`src/design/hds_pkg.sv`:
```
// Shared types and constants of the heat diffusion stencil step core.
`default_nettype none

package hds_pkg;

    localparam int SAMPLE_BITS     = 16;
    localparam int MAX_WIDTH_DEF   = 64;
    localparam int ROW_W           = 12;
    localparam int COL_OUT_W       = 6;
    localparam int CFG_WIDTH_BITS  = 7;
    localparam int CFG_HEIGHT_BITS = 13;
    localparam int GAIN_BITS       = 16;
    localparam int CFG_DATA_W      = 16;
    localparam int CFG_INDEX_W     = 2;

    localparam int WIDTH_RESET     = 12;
    localparam int HEIGHT_RESET    = 12;
    localparam int GAIN_RESET      = 983;

    localparam int W_MIN           = 3;
    localparam int H_MIN           = 3;
    localparam int H_MAX           = 4096;

    localparam int FRAC_BITS       = 16;
    localparam int LAP_W           = SAMPLE_BITS + 3;
    localparam int PROD_W          = LAP_W + GAIN_BITS + 1;
    localparam int DELTA_W         = PROD_W - FRAC_BITS;
    localparam int SUM_W           = DELTA_W + 1;

    typedef enum logic [CFG_INDEX_W-1:0] {
        CFG_GRID_WIDTH     = 2'd0,
        CFG_GRID_HEIGHT    = 2'd1,
        CFG_DIFFUSION_GAIN = 2'd2
    } t_cfg_index;

    typedef struct packed {
        logic signed [SAMPLE_BITS-1:0] temperature;
        logic                          frame_start;
    } t_hds_in;

    typedef struct packed {
        logic signed [SAMPLE_BITS-1:0] new_temperature;
        logic [ROW_W-1:0]              cell_row;
        logic [COL_OUT_W-1:0]          cell_column;
        logic                          frame_done;
    } t_hds_out;

    typedef struct packed {
        logic [ROW_W-1:0]     cell_row;
        logic [COL_OUT_W-1:0] cell_column;
        logic                 frame_done;
    } t_hds_tag;

    // One line buffer entry: row r-1 and row r-2 of the same column.
    typedef struct packed {
        logic signed [SAMPLE_BITS-1:0] prev;
        logic signed [SAMPLE_BITS-1:0] older;
    } t_lb_word;

endpackage

`default_nettype wire

```
`src/design/hds_cell.sv`:
```
// One window cell: a sample register that takes its neighbour's value on shift.
`default_nettype none

module hds_cell #(
    parameter int WIDTH = hds_pkg::SAMPLE_BITS
) (
    input  wire logic                    i_clk,
    input  wire logic                    i_rst_n,
    input  wire logic                    i_shift,
    input  wire logic signed [WIDTH-1:0] i_d,
    output logic signed [WIDTH-1:0]      o_q
);
    import hds_pkg::*;

    logic signed [WIDTH-1:0] r_q;

    always_ff @(posedge i_clk) begin
        if (!i_rst_n) begin
            r_q <= '0;
        end else if (i_shift) begin
            r_q <= i_d;
        end
    end

    assign o_q = r_q;

endmodule

`default_nettype wire

```
`src/design/hds_window.sv`:
```
// Stencil window: a chain of cells for the middle row, single cells above and below.
`default_nettype none

module hds_window (
    input  wire logic                                i_clk,
    input  wire logic                                i_rst_n,
    input  wire logic                                i_shift,
    input  wire logic signed [hds_pkg::SAMPLE_BITS-1:0] i_mid,
    input  wire logic signed [hds_pkg::SAMPLE_BITS-1:0] i_upper,
    input  wire logic signed [hds_pkg::SAMPLE_BITS-1:0] i_lower,
    output logic signed [hds_pkg::SAMPLE_BITS-1:0]      o_center,
    output logic signed [hds_pkg::SAMPLE_BITS-1:0]      o_left,
    output logic signed [hds_pkg::SAMPLE_BITS-1:0]      o_up,
    output logic signed [hds_pkg::SAMPLE_BITS-1:0]      o_down
);
    import hds_pkg::*;

    localparam int MID_TAPS = 2;

    logic signed [SAMPLE_BITS-1:0] w_mid [MID_TAPS+1];

    assign w_mid[0] = i_mid;

    // middle row: column c-1 then c-2
    for (genvar g = 0; g < MID_TAPS; g++) begin : g_mid
        hds_cell #(.WIDTH(SAMPLE_BITS)) u_cell (
            .i_clk   (i_clk),
            .i_rst_n (i_rst_n),
            .i_shift (i_shift),
            .i_d     (w_mid[g]),
            .o_q     (w_mid[g+1])
        );
    end

    hds_cell #(.WIDTH(SAMPLE_BITS)) u_up (
        .i_clk   (i_clk),
        .i_rst_n (i_rst_n),
        .i_shift (i_shift),
        .i_d     (i_upper),
        .o_q     (o_up)
    );

    hds_cell #(.WIDTH(SAMPLE_BITS)) u_down (
        .i_clk   (i_clk),
        .i_rst_n (i_rst_n),
        .i_shift (i_shift),
        .i_d     (i_lower),
        .o_q     (o_down)
    );

    assign o_center = w_mid[1];
    assign o_left   = w_mid[2];

endmodule

`default_nettype wire

```
`src/design/hds_line_buffer.sv`:
```
// Column-addressed line buffer holding rows r-1 and r-2, with write-to-read bypass.
`default_nettype none

module hds_line_buffer #(
    parameter int DEPTH = hds_pkg::MAX_WIDTH_DEF
) (
    input  wire logic                                   i_clk,
    input  wire logic                                   i_rst_n,
    input  wire logic                                   i_en,
    input  wire logic                                   i_rd_accept,
    input  wire logic [$clog2(DEPTH)-1:0]               i_rd_addr,
    input  wire logic                                   i_wr_valid,
    input  wire logic [$clog2(DEPTH)-1:0]               i_wr_addr,
    input  wire logic signed [hds_pkg::SAMPLE_BITS-1:0] i_wr_sample,
    output logic signed [hds_pkg::SAMPLE_BITS-1:0]      o_prev,
    output logic signed [hds_pkg::SAMPLE_BITS-1:0]      o_older
);
    import hds_pkg::*;

    localparam int AW = $clog2(DEPTH);

    t_lb_word r_mem [DEPTH];
    t_lb_word r_rd;
    t_lb_word r_fwd_word;
    logic     r_fwd_hit;
    t_lb_word w_word;
    t_lb_word w_wr_word;

    // read and write share the edge; a same-column pair is bypassed
    always_ff @(posedge i_clk) begin
        if (i_en) begin
            r_rd <= r_mem[i_rd_addr];
        end
        if (i_en && i_wr_valid) begin
            r_mem[i_wr_addr] <= w_wr_word;
        end
    end

    always_ff @(posedge i_clk) begin
        if (!i_rst_n) begin
            r_fwd_hit <= 1'b0;
        end else if (i_en) begin
            r_fwd_hit <= i_rd_accept && i_wr_valid && (i_rd_addr == i_wr_addr);
        end
    end

    always_ff @(posedge i_clk) begin
        if (i_en) begin
            r_fwd_word <= w_wr_word;
        end
    end

    assign w_word          = r_fwd_hit ? r_fwd_word : r_rd;
    assign w_wr_word.prev  = i_wr_sample;
    assign w_wr_word.older = w_word.prev;

    assign o_prev  = w_word.prev;
    assign o_older = w_word.older;

endmodule

`default_nettype wire

```
`src/design/hds_update.sv`:
```
// Update datapath: Laplacian, gain multiply with rounding, add and saturate.
`default_nettype none

module hds_update (
    input  wire logic                                   i_clk,
    input  wire logic                                   i_rst_n,
    input  wire logic                                   i_en,
    input  wire logic                                   i_valid,
    input  wire logic signed [hds_pkg::SAMPLE_BITS-1:0] i_center,
    input  wire logic signed [hds_pkg::SAMPLE_BITS-1:0] i_left,
    input  wire logic signed [hds_pkg::SAMPLE_BITS-1:0] i_right,
    input  wire logic signed [hds_pkg::SAMPLE_BITS-1:0] i_up,
    input  wire logic signed [hds_pkg::SAMPLE_BITS-1:0] i_down,
    input  wire hds_pkg::t_hds_tag                      i_tag,
    input  wire logic [hds_pkg::GAIN_BITS-1:0]          i_gain,
    output logic                                        o_valid,
    output hds_pkg::t_hds_out                           o_data
);
    import hds_pkg::*;

    localparam logic signed [PROD_W-1:0] ROUND_K = PROD_W'(1 << (FRAC_BITS - 1));
    localparam logic signed [SUM_W-1:0]  SAT_HI  = SUM_W'((1 << (SAMPLE_BITS - 1)) - 1);
    localparam logic signed [SUM_W-1:0]  SAT_LO  = -SAT_HI - SUM_W'(1);

    logic                          r_a_valid;
    logic signed [LAP_W-1:0]       r_a_lap;
    logic signed [SAMPLE_BITS-1:0] r_a_center;
    t_hds_tag                      r_a_tag;

    logic                          r_b_valid;
    logic signed [DELTA_W-1:0]     r_b_delta;
    logic signed [SAMPLE_BITS-1:0] r_b_center;
    t_hds_tag                      r_b_tag;

    logic signed [LAP_W-1:0]  w_lap;
    logic signed [PROD_W-1:0] w_prod;
    logic signed [PROD_W-1:0] w_round;
    logic signed [SUM_W-1:0]  w_sum;
    logic signed [SAMPLE_BITS-1:0] w_sat;

    // exact sum; the widths leave room for the extremes
    assign w_lap = LAP_W'(i_left) + LAP_W'(i_right) + LAP_W'(i_up) + LAP_W'(i_down)
                 - (LAP_W'(i_center) <<< 2);

    assign w_prod  = $signed({1'b0, i_gain}) * r_a_lap;
    assign w_round = w_prod + ROUND_K;

    assign w_sum = SUM_W'(r_b_center) + SUM_W'(r_b_delta);

    always_comb begin
        if (w_sum > SAT_HI) begin
            w_sat = SAT_HI[SAMPLE_BITS-1:0];
        end else if (w_sum < SAT_LO) begin
            w_sat = SAT_LO[SAMPLE_BITS-1:0];
        end else begin
            w_sat = w_sum[SAMPLE_BITS-1:0];
        end
    end

    always_ff @(posedge i_clk) begin
        if (!i_rst_n) begin
            r_a_valid <= 1'b0;
            r_b_valid <= 1'b0;
        end else if (i_en) begin
            r_a_valid <= i_valid;
            r_b_valid <= r_a_valid;
        end
    end

    always_ff @(posedge i_clk) begin
        if (i_en) begin
            r_a_lap    <= w_lap;
            r_a_center <= i_center;
            r_a_tag    <= i_tag;
            r_b_delta  <= w_round[PROD_W-1:FRAC_BITS];
            r_b_center <= r_a_center;
            r_b_tag    <= r_a_tag;
        end
    end

    assign o_valid                = r_b_valid;
    assign o_data.new_temperature = w_sat;
    assign o_data.cell_row        = r_b_tag.cell_row;
    assign o_data.cell_column     = r_b_tag.cell_column;
    assign o_data.frame_done      = r_b_tag.frame_done;

endmodule

`default_nettype wire

```
`src/design/heat_diffusion_stencil_step_core.sv`:
```
// Top level of the five-point explicit heat step on a raster stream of grid cells.
//
// Usage:
// - Input channel (i_in_valid/o_in_ready/i_in_data) takes one cell per transaction
//   in raster order; frame_start marks row 0, column 0 of a new time step.
// - Output channel (o_out_valid/i_out_ready/o_out_data) returns one transaction per
//   interior cell, one row and one column behind the input; frame_done flags the
//   last interior cell. Boundary cells give no output.
// - Configuration channel (i_cfg_valid/o_cfg_ready/i_cfg_index/i_cfg_data) sets
//   width, height and gain; always ready, but it must be written only between
//   transactions, which the block does not enforce. Throughput: one cell per clock
//   while results are taken. The line buffer read shares the accepting edge; then
//   Laplacian, gain multiply, and add and saturate each end in a register.
// Stall: the whole pipeline holds while the output register is full and not taken;
//   o_in_ready follows from that, so no transaction is ever dropped.
// Reset: clears counters, valid flags, window and config (12 x 12, gain 983).
//   The line buffer memory is not cleared; rows 0 and 1 of each frame fill it.
`default_nettype none

module heat_diffusion_stencil_step_core #(
    parameter int MAX_WIDTH = hds_pkg::MAX_WIDTH_DEF
) (
    input  wire logic                             i_clk,
    input  wire logic                             i_rst_n,
    input  wire logic                             i_in_valid,
    output logic                                  o_in_ready,
    input  wire hds_pkg::t_hds_in                 i_in_data,
    output logic                                  o_out_valid,
    input  wire logic                             i_out_ready,
    output hds_pkg::t_hds_out                     o_out_data,
    input  wire logic                             i_cfg_valid,
    output logic                                  o_cfg_ready,
    input  wire logic [hds_pkg::CFG_INDEX_W-1:0]  i_cfg_index,
    input  wire logic [hds_pkg::CFG_DATA_W-1:0]   i_cfg_data
);
    import hds_pkg::*;

    localparam int COL_W = $clog2(MAX_WIDTH);
    // compare width wide enough for both the register and the maximum
    localparam int WX    = (COL_W + 1 > CFG_WIDTH_BITS) ? COL_W + 1 : CFG_WIDTH_BITS;

    // configuration registers
    logic [CFG_WIDTH_BITS-1:0]  r_grid_width;
    logic [CFG_HEIGHT_BITS-1:0] r_grid_height;
    logic [GAIN_BITS-1:0]       r_gain;

    // raster position of the next cell
    logic [COL_W-1:0] r_col_cnt, n_col_cnt;
    logic [ROW_W-1:0] r_row_cnt, n_row_cnt;

    // stage 1: cell whose line buffer read is in flight
    logic                          r_s1_valid;
    logic                          r_s1_emit;
    logic signed [SAMPLE_BITS-1:0] r_s1_cur;
    logic [COL_W-1:0]              r_s1_col;
    t_hds_tag                      r_s1_tag;

    // output register
    logic     r_out_valid;
    t_hds_out r_out_data;

    logic                 w_en;
    logic                 w_accept;
    logic [WX-1:0]        w_w_ext;
    logic [WX-1:0]        w_w_sat;
    logic [COL_W-1:0]     w_wm1;
    logic [CFG_HEIGHT_BITS-1:0] w_h_sat;
    logic [ROW_W-1:0]     w_hm1;
    logic [COL_W-1:0]     w_c0;
    logic [ROW_W-1:0]     w_r0;
    logic                 w_emit0;
    t_hds_tag             w_tag0;

    logic signed [SAMPLE_BITS-1:0] w_prev, w_older;
    logic signed [SAMPLE_BITS-1:0] w_center, w_left, w_up, w_down;
    logic                          w_upd_valid;
    t_hds_out                      w_upd_data;

    // pipeline advances unless a finished result is waiting
    assign w_en        = !r_out_valid || i_out_ready;
    assign o_in_ready  = w_en;
    assign w_accept    = i_in_valid && w_en;
    assign o_cfg_ready = 1'b1;

    always_ff @(posedge i_clk) begin
        if (!i_rst_n) begin
            r_grid_width  <= CFG_WIDTH_BITS'(WIDTH_RESET);
            r_grid_height <= CFG_HEIGHT_BITS'(HEIGHT_RESET);
            r_gain        <= GAIN_BITS'(GAIN_RESET);
        end else if (i_cfg_valid) begin
            case (i_cfg_index)
                CFG_GRID_WIDTH:     r_grid_width  <= i_cfg_data[CFG_WIDTH_BITS-1:0];
                CFG_GRID_HEIGHT:    r_grid_height <= i_cfg_data[CFG_HEIGHT_BITS-1:0];
                CFG_DIFFUSION_GAIN: r_gain        <= i_cfg_data[GAIN_BITS-1:0];
                default: ;
            endcase
        end
    end

    // sizes clamped to the supported range
    assign w_w_ext = WX'(r_grid_width);

    always_comb begin
        if (w_w_ext < WX'(W_MIN)) begin
            w_w_sat = WX'(W_MIN);
        end else if (w_w_ext > WX'(MAX_WIDTH)) begin
            w_w_sat = WX'(MAX_WIDTH);
        end else begin
            w_w_sat = w_w_ext;
        end
        if (r_grid_height < CFG_HEIGHT_BITS'(H_MIN)) begin
            w_h_sat = CFG_HEIGHT_BITS'(H_MIN);
        end else if (r_grid_height > CFG_HEIGHT_BITS'(H_MAX)) begin
            w_h_sat = CFG_HEIGHT_BITS'(H_MAX);
        end else begin
            w_h_sat = r_grid_height;
        end
    end

    assign w_wm1 = COL_W'(w_w_sat - WX'(1));
    assign w_hm1 = ROW_W'(w_h_sat - CFG_HEIGHT_BITS'(1));

    // position of the arriving cell; frame start forces the origin
    assign w_c0 = i_in_data.frame_start ? '0 : r_col_cnt;
    assign w_r0 = i_in_data.frame_start ? '0 : r_row_cnt;

    // centre sits one row up and one column left of the arriving cell
    assign w_emit0 = (w_r0 >= ROW_W'(2)) && (w_r0 <= w_hm1)
                  && (w_c0 >= COL_W'(2)) && (w_c0 <= w_wm1);
    assign w_tag0.cell_row    = w_r0 - ROW_W'(1);
    assign w_tag0.cell_column = COL_OUT_W'(w_c0 - COL_W'(1));
    assign w_tag0.frame_done  = (w_r0 == w_hm1) && (w_c0 == w_wm1);

    always_comb begin
        if (w_c0 >= w_wm1) begin
            n_col_cnt = '0;
            n_row_cnt = (w_r0 >= w_hm1) ? '0 : w_r0 + ROW_W'(1);
        end else begin
            n_col_cnt = w_c0 + COL_W'(1);
            n_row_cnt = w_r0;
        end
    end

    always_ff @(posedge i_clk) begin
        if (!i_rst_n) begin
            r_col_cnt   <= '0;
            r_row_cnt   <= '0;
            r_s1_valid  <= 1'b0;
            r_out_valid <= 1'b0;
        end else begin
            if (w_accept) begin
                r_col_cnt <= n_col_cnt;
                r_row_cnt <= n_row_cnt;
            end
            if (w_en) begin
                r_s1_valid  <= w_accept;
                r_out_valid <= w_upd_valid;
            end
        end
    end

    always_ff @(posedge i_clk) begin
        if (w_en) begin
            r_s1_emit  <= w_emit0;
            r_s1_cur   <= i_in_data.temperature;
            r_s1_col   <= w_c0;
            r_s1_tag   <= w_tag0;
            r_out_data <= w_upd_data;
        end
    end

    hds_line_buffer #(.DEPTH(MAX_WIDTH)) u_line_buffer (
        .i_clk       (i_clk),
        .i_rst_n     (i_rst_n),
        .i_en        (w_en),
        .i_rd_accept (w_accept),
        .i_rd_addr   (w_c0),
        .i_wr_valid  (r_s1_valid),
        .i_wr_addr   (r_s1_col),
        .i_wr_sample (r_s1_cur),
        .o_prev      (w_prev),
        .o_older     (w_older)
    );

    // window shifts once per cell, after the stencil has been sampled
    hds_window u_window (
        .i_clk    (i_clk),
        .i_rst_n  (i_rst_n),
        .i_shift  (w_en && r_s1_valid),
        .i_mid    (w_prev),
        .i_upper  (w_older),
        .i_lower  (r_s1_cur),
        .o_center (w_center),
        .o_left   (w_left),
        .o_up     (w_up),
        .o_down   (w_down)
    );

    hds_update u_update (
        .i_clk    (i_clk),
        .i_rst_n  (i_rst_n),
        .i_en     (w_en),
        .i_valid  (r_s1_valid && r_s1_emit),
        .i_center (w_center),
        .i_left   (w_left),
        .i_right  (w_prev),
        .i_up     (w_up),
        .i_down   (w_down),
        .i_tag    (r_s1_tag),
        .i_gain   (r_gain),
        .o_valid  (w_upd_valid),
        .o_data   (w_upd_data)
    );

    assign o_out_valid = r_out_valid;
    assign o_out_data  = r_out_data;

`ifndef SYNTH
    // interior cells only: never row 0 or column 0
    a_out_interior: assert property (@(posedge i_clk) disable iff (!i_rst_n)
        r_out_valid |-> (r_out_data.cell_row != '0) && (r_out_data.cell_column != '0))
        else $error("boundary cell emitted");

    // a new result only comes from the datapath
    a_out_source: assert property (@(posedge i_clk) disable iff (!i_rst_n)
        $rose(r_out_valid) |-> $past(w_upd_valid))
        else $error("result appeared without datapath valid");

    // column counter stays within the line buffer
    a_col_range: assert property (@(posedge i_clk) disable iff (!i_rst_n)
        r_col_cnt <= COL_W'(MAX_WIDTH - 1))
        else $error("column counter beyond line buffer depth");

    // a held result must not be overwritten
    a_hold_result: assert property (@(posedge i_clk) disable iff (!i_rst_n)
        (r_out_valid && !i_out_ready) |=> r_out_valid && $stable(r_out_data))
        else $error("stalled result lost");
`endif

endmodule

`default_nettype wire

```
`config.mk`:
```
export PLATFORM = sky130hd
export DESIGN_NAME = heat_diffusion_stencil_step_core
export DESIGN_NICKNAME = d
export VERILOG_FILES = /design/src/design/hds_pkg.sv /design/src/design/hds_cell.sv /design/src/design/hds_window.sv /design/src/design/hds_line_buffer.sv /design/src/design/hds_update.sv /design/src/design/heat_diffusion_stencil_step_core.sv
export SDC_FILE = /design/constraint.sdc
export NUM_CORES = 2
export LEC_CHECK = 0
export ABC_CLOCK_PERIOD_IN_PS = 9900
export BUFFER_PORTS_ARGS = -buffer_cell sky130_fd_sc_hd__buf_4
export CAP_MARGIN = 40
export CORE_MARGIN = 2
export CORE_UTILIZATION = 45
export CTS_CLUSTER_DIAMETER = 60
export DETAILED_ROUTE_END_ITERATION = 16
export SYNTH_ARGS = -nofsm -noshare
export SYNTH_HDL_FRONTEND = slang
export SYNTH_SLANG_ARGS = --single-unit
```
`constraint.sdc`:
```
create_clock -name i_clk -period 9.9 [get_ports i_clk]
set_input_delay 0.99 -clock i_clk [delete_from_list [all_inputs] [get_ports i_clk]]
set_output_delay 0.99 -clock i_clk [all_outputs]
set_load 0.005 [all_outputs]
```
==> results.toml <==
[clocking]
cts_made_buffers = 278
numClockSinks = 2421
cts_setup_buffers = 0
hold_buffers = 0
clockBufferDepth = 4
clock_latency_ps = 950
clk_pin_slew_ps = 60
cts.repair.resized = 0
cts_root_buffer = "clkbuf_16"
htreeDepth = 5
cts_tree = "yes"

[grt]
grt_pass1_vias = 67300
gr-total-overflow = 0
antenna_found_initial = 11
grt_start_max_net_pins = 117
grt.total_usage_pct = 25.8
grt_pass1_wl_um = 463000

[route]
routed_wl_um = 320000
vias = 68000
drt-pass1-iter-count = 6
avgViaCountPerCell = 5.99
drt_iter0_drc = 8244
ant_nets = 0
drc = 0
wire_per_inst_um = 28.2

[place]
detailedPlace.worstSlack_ps = 2850
dp.final_hpwl_um = 181000
io_buffers = 76
placed_cell_area_um2 = 114000
gp_congestion = 0.854

[layout]
final_cell_area_um2 = 123000
final_cell_mix = "edfxtp_1, nand2_1, a21oi_1"
drive_above_1_share_pct = 14.2
areaGrowthSynthToFinish_pct = 12.8
num-nets-final = 8525
layout_commonest_cell = "edfxtp_1"

[synth]
synth.net_count = 8407
avgSynthCellArea_um2 = 13.9
synth_seq_area_share_pct = 65.6
ys_ff_latch = 2421
synthFlopType = "edfxtp_1"
ys_types = 96
ys_async_sr_fraction_pct = 0
ys_warn_count = 0
synth-edff-count = 2298
syn_inst = 7843
synthesis.area_um2 = 109000

[sta]
finalHoldViolCount = 0
worst_slack_ps = 2860
fin_crit_ps = 7040
slew_viol_final = 0
rsz0062_at_grt = "no"
fin_skew_ps = 73.4
finalSetupViolCount = 0
fin_tns_setup_ps = 0
fmax_mhz = 142
relSlewSlack_pct = 31.0
period_share_pct = 71.1
worst_slew_pin_slew_ps = 1030

[worst_hold_path]
hp-start = "i_in_data[11]"
whs_path_depth = 1
hold_end = "r_s1_cur[10]"
hp-class = "input pin to flop"

[floorplanning]
die_area_um2 = 246000
rows = 180
die_w_um = 496
coreArea_um2 = 241000
die_h_um = 496
initial_core_util_pct = 45.3
pin_count = 78

[worst_setup_path]
r2r-end = "u_update.r_b_delta[13]"
r2r_slack_ps = 2860
regToRegStartpoint = "r_gain[8]"
crit_fanout = 20
critPathCaptureType = "flop"
cp.required_ps = 10580
start_kind = "flop"
critPathArrivalTime_ps = 7720
critical_path_class = "flop to flop"
r2r_cells = 19

[flow_run]
cap_viol_max_count = 0

[run_status]
status = "finished clean"
## synth_stat cells (13+ instances only)
| library cell | n | area [um2] |
|---|---|---|
| a211oi_1 | 399 | 3000 |
| a21o_1 | 26 | 195 |
| a21oi_1 | 496 | 2480 |
| a221oi_1 | 66 | 578 |
| a22oi_1 | 105 | 788 |
| a31oi_1 | 161 | 1010 |
| and2_1 | 177 | 1110 |
| and3_1 | 18 | 113 |
| buf_1 | 86 | 323 |
| buf_2 | 90 | 450 |
| clkbuf_1 | 296 | 1110 |
| dfxtp_1 | 123 | 2460 |
| edfxtp_1 | 2298 | 69000 |
| fa_1 | 340 | 6810 |
| ha_1 | 184 | 2300 |
| inv_1 | 478 | 1790 |
| mux2_2 | 317 | 3570 |
| mux2i_1 | 102 | 1020 |
| mux4_2 | 21 | 473 |
| nand2_1 | 1027 | 3850 |
| nand3_1 | 78 | 390 |
| nand4_1 | 23 | 144 |
| nor2_1 | 206 | 773 |
| nor2b_1 | 157 | 982 |
| nor3_1 | 60 | 300 |
| o21ai_0 | 120 | 601 |
| o221ai_1 | 47 | 412 |
| o22a_1 | 15 | 131 |
| o311ai_0 | 13 | 114 |
| o31ai_1 | 15 | 113 |
| xnor2_1 | 66 | 578 |
| xor2_1 | 29 | 254 |
## worst max path at each step
stage	cells past startpoint	start	slack, ps	endpoint
global placement	19	r_gain[8]	2930	u_update.r_b_delta[13]
detailed placement	19	r_gain[8]	2850	u_update.r_b_delta[13]
CTS	19	r_gain[8]	2840	u_update.r_b_delta[13]
floorplan	6	i_out_ready	670	u_line_buffer.r_mem[61][0]
finish	19	r_gain[8]	2860	u_update.r_b_delta[13]
global route	19	r_gain[3]	2560	u_update.r_b_delta[13]
## stage by stage
step                cells  hold WS [ps]  utilization [%]
global placement    10800           401             47.3
global route        11300           186             51.1
finish              11300           214             51.1
floorplan            7843           400                -
CTS                 11300           150             51.0
detailed placement  10900           405             47.5
## per-layer routing
| metal | vias to the layer above | GRT usage [%] | wire length (um) |
|---|---|---|---|
| met4 | 0 | 9.17 | 11600 |
| met1 | 35000 | 35.9 | 131000 |
| li1 | 29200 | - | - |
| met3 | 486 | 4.73 | 29900 |
| met5 | - | 0 | 0 |
| met2 | 3323 | 40.7 | 147000 |
## cell families (layout without fill, tap and decap cells)
group	after synthesis	after routing	synth area share, %
AO/OA/AOI/OAI	1592	1592	9.68
XOR/XNOR	95	95	0.764
adder cells (fa/ha/maj)	524	524	8.36
buffers and inverters	956	1267	3.42
flip-flops	2421	2421	65.6
multiplexers	441	441	4.66
other	1	5	0.00344
AND/OR/NAND/NOR	1813	1813	7.48
## final cells by class
type                       count  area, um2
antenna                        4       10.0
clock buffer                 344       7350
clock inverter               129       1150
fill                       20100     118000
inverter                     481       1830
multi-input combinational   4466      34300
sequential                  2421      71500
tap                         3185       3990
timing repair buffer         313       2740
## worst max-delay path: stages, from the launching register on
cell and delay [ps]:
dfxtp_1 870, nand2_1 180, fa_1 560, inv_1 60, fa_1 480, fa_1 570
fa_1 430, fa_1 510, inv_1 60, fa_1 480, inv_1 50, ha_1 320
a21oi_1 190, o21bai_1 80, a21oi_1 470, o2111ai_1 470, a41oi_1 420, nor2b_1 120
o41ai_1 360, xnor2_1 110
## flip-flops by register name, indices dropped and copies added, names as in the netlist, 13 cells and up
register                   count
u_window.g_mid.u_cell.o_q     32
o_out_data                    35
r_s1_cur                      16
u_window.u_up.o_q             16
u_update.r_a_tag              19
u_update.r_a_center           16
u_update.r_b_delta            20
u_window.u_down.o_q           16
u_line_buffer.r_mem         2048
u_update.r_a_lap              19
u_line_buffer.r_rd            32
u_update.o_data               19
r_s1_tag                      19
u_line_buffer.r_fwd_word      32
r_gain                        16
r_grid_height                 13
u_update.r_b_center           16
Power is not shown: default switching activity piles up to over one toggle a cycle in this logic, so the estimate is an artifact.
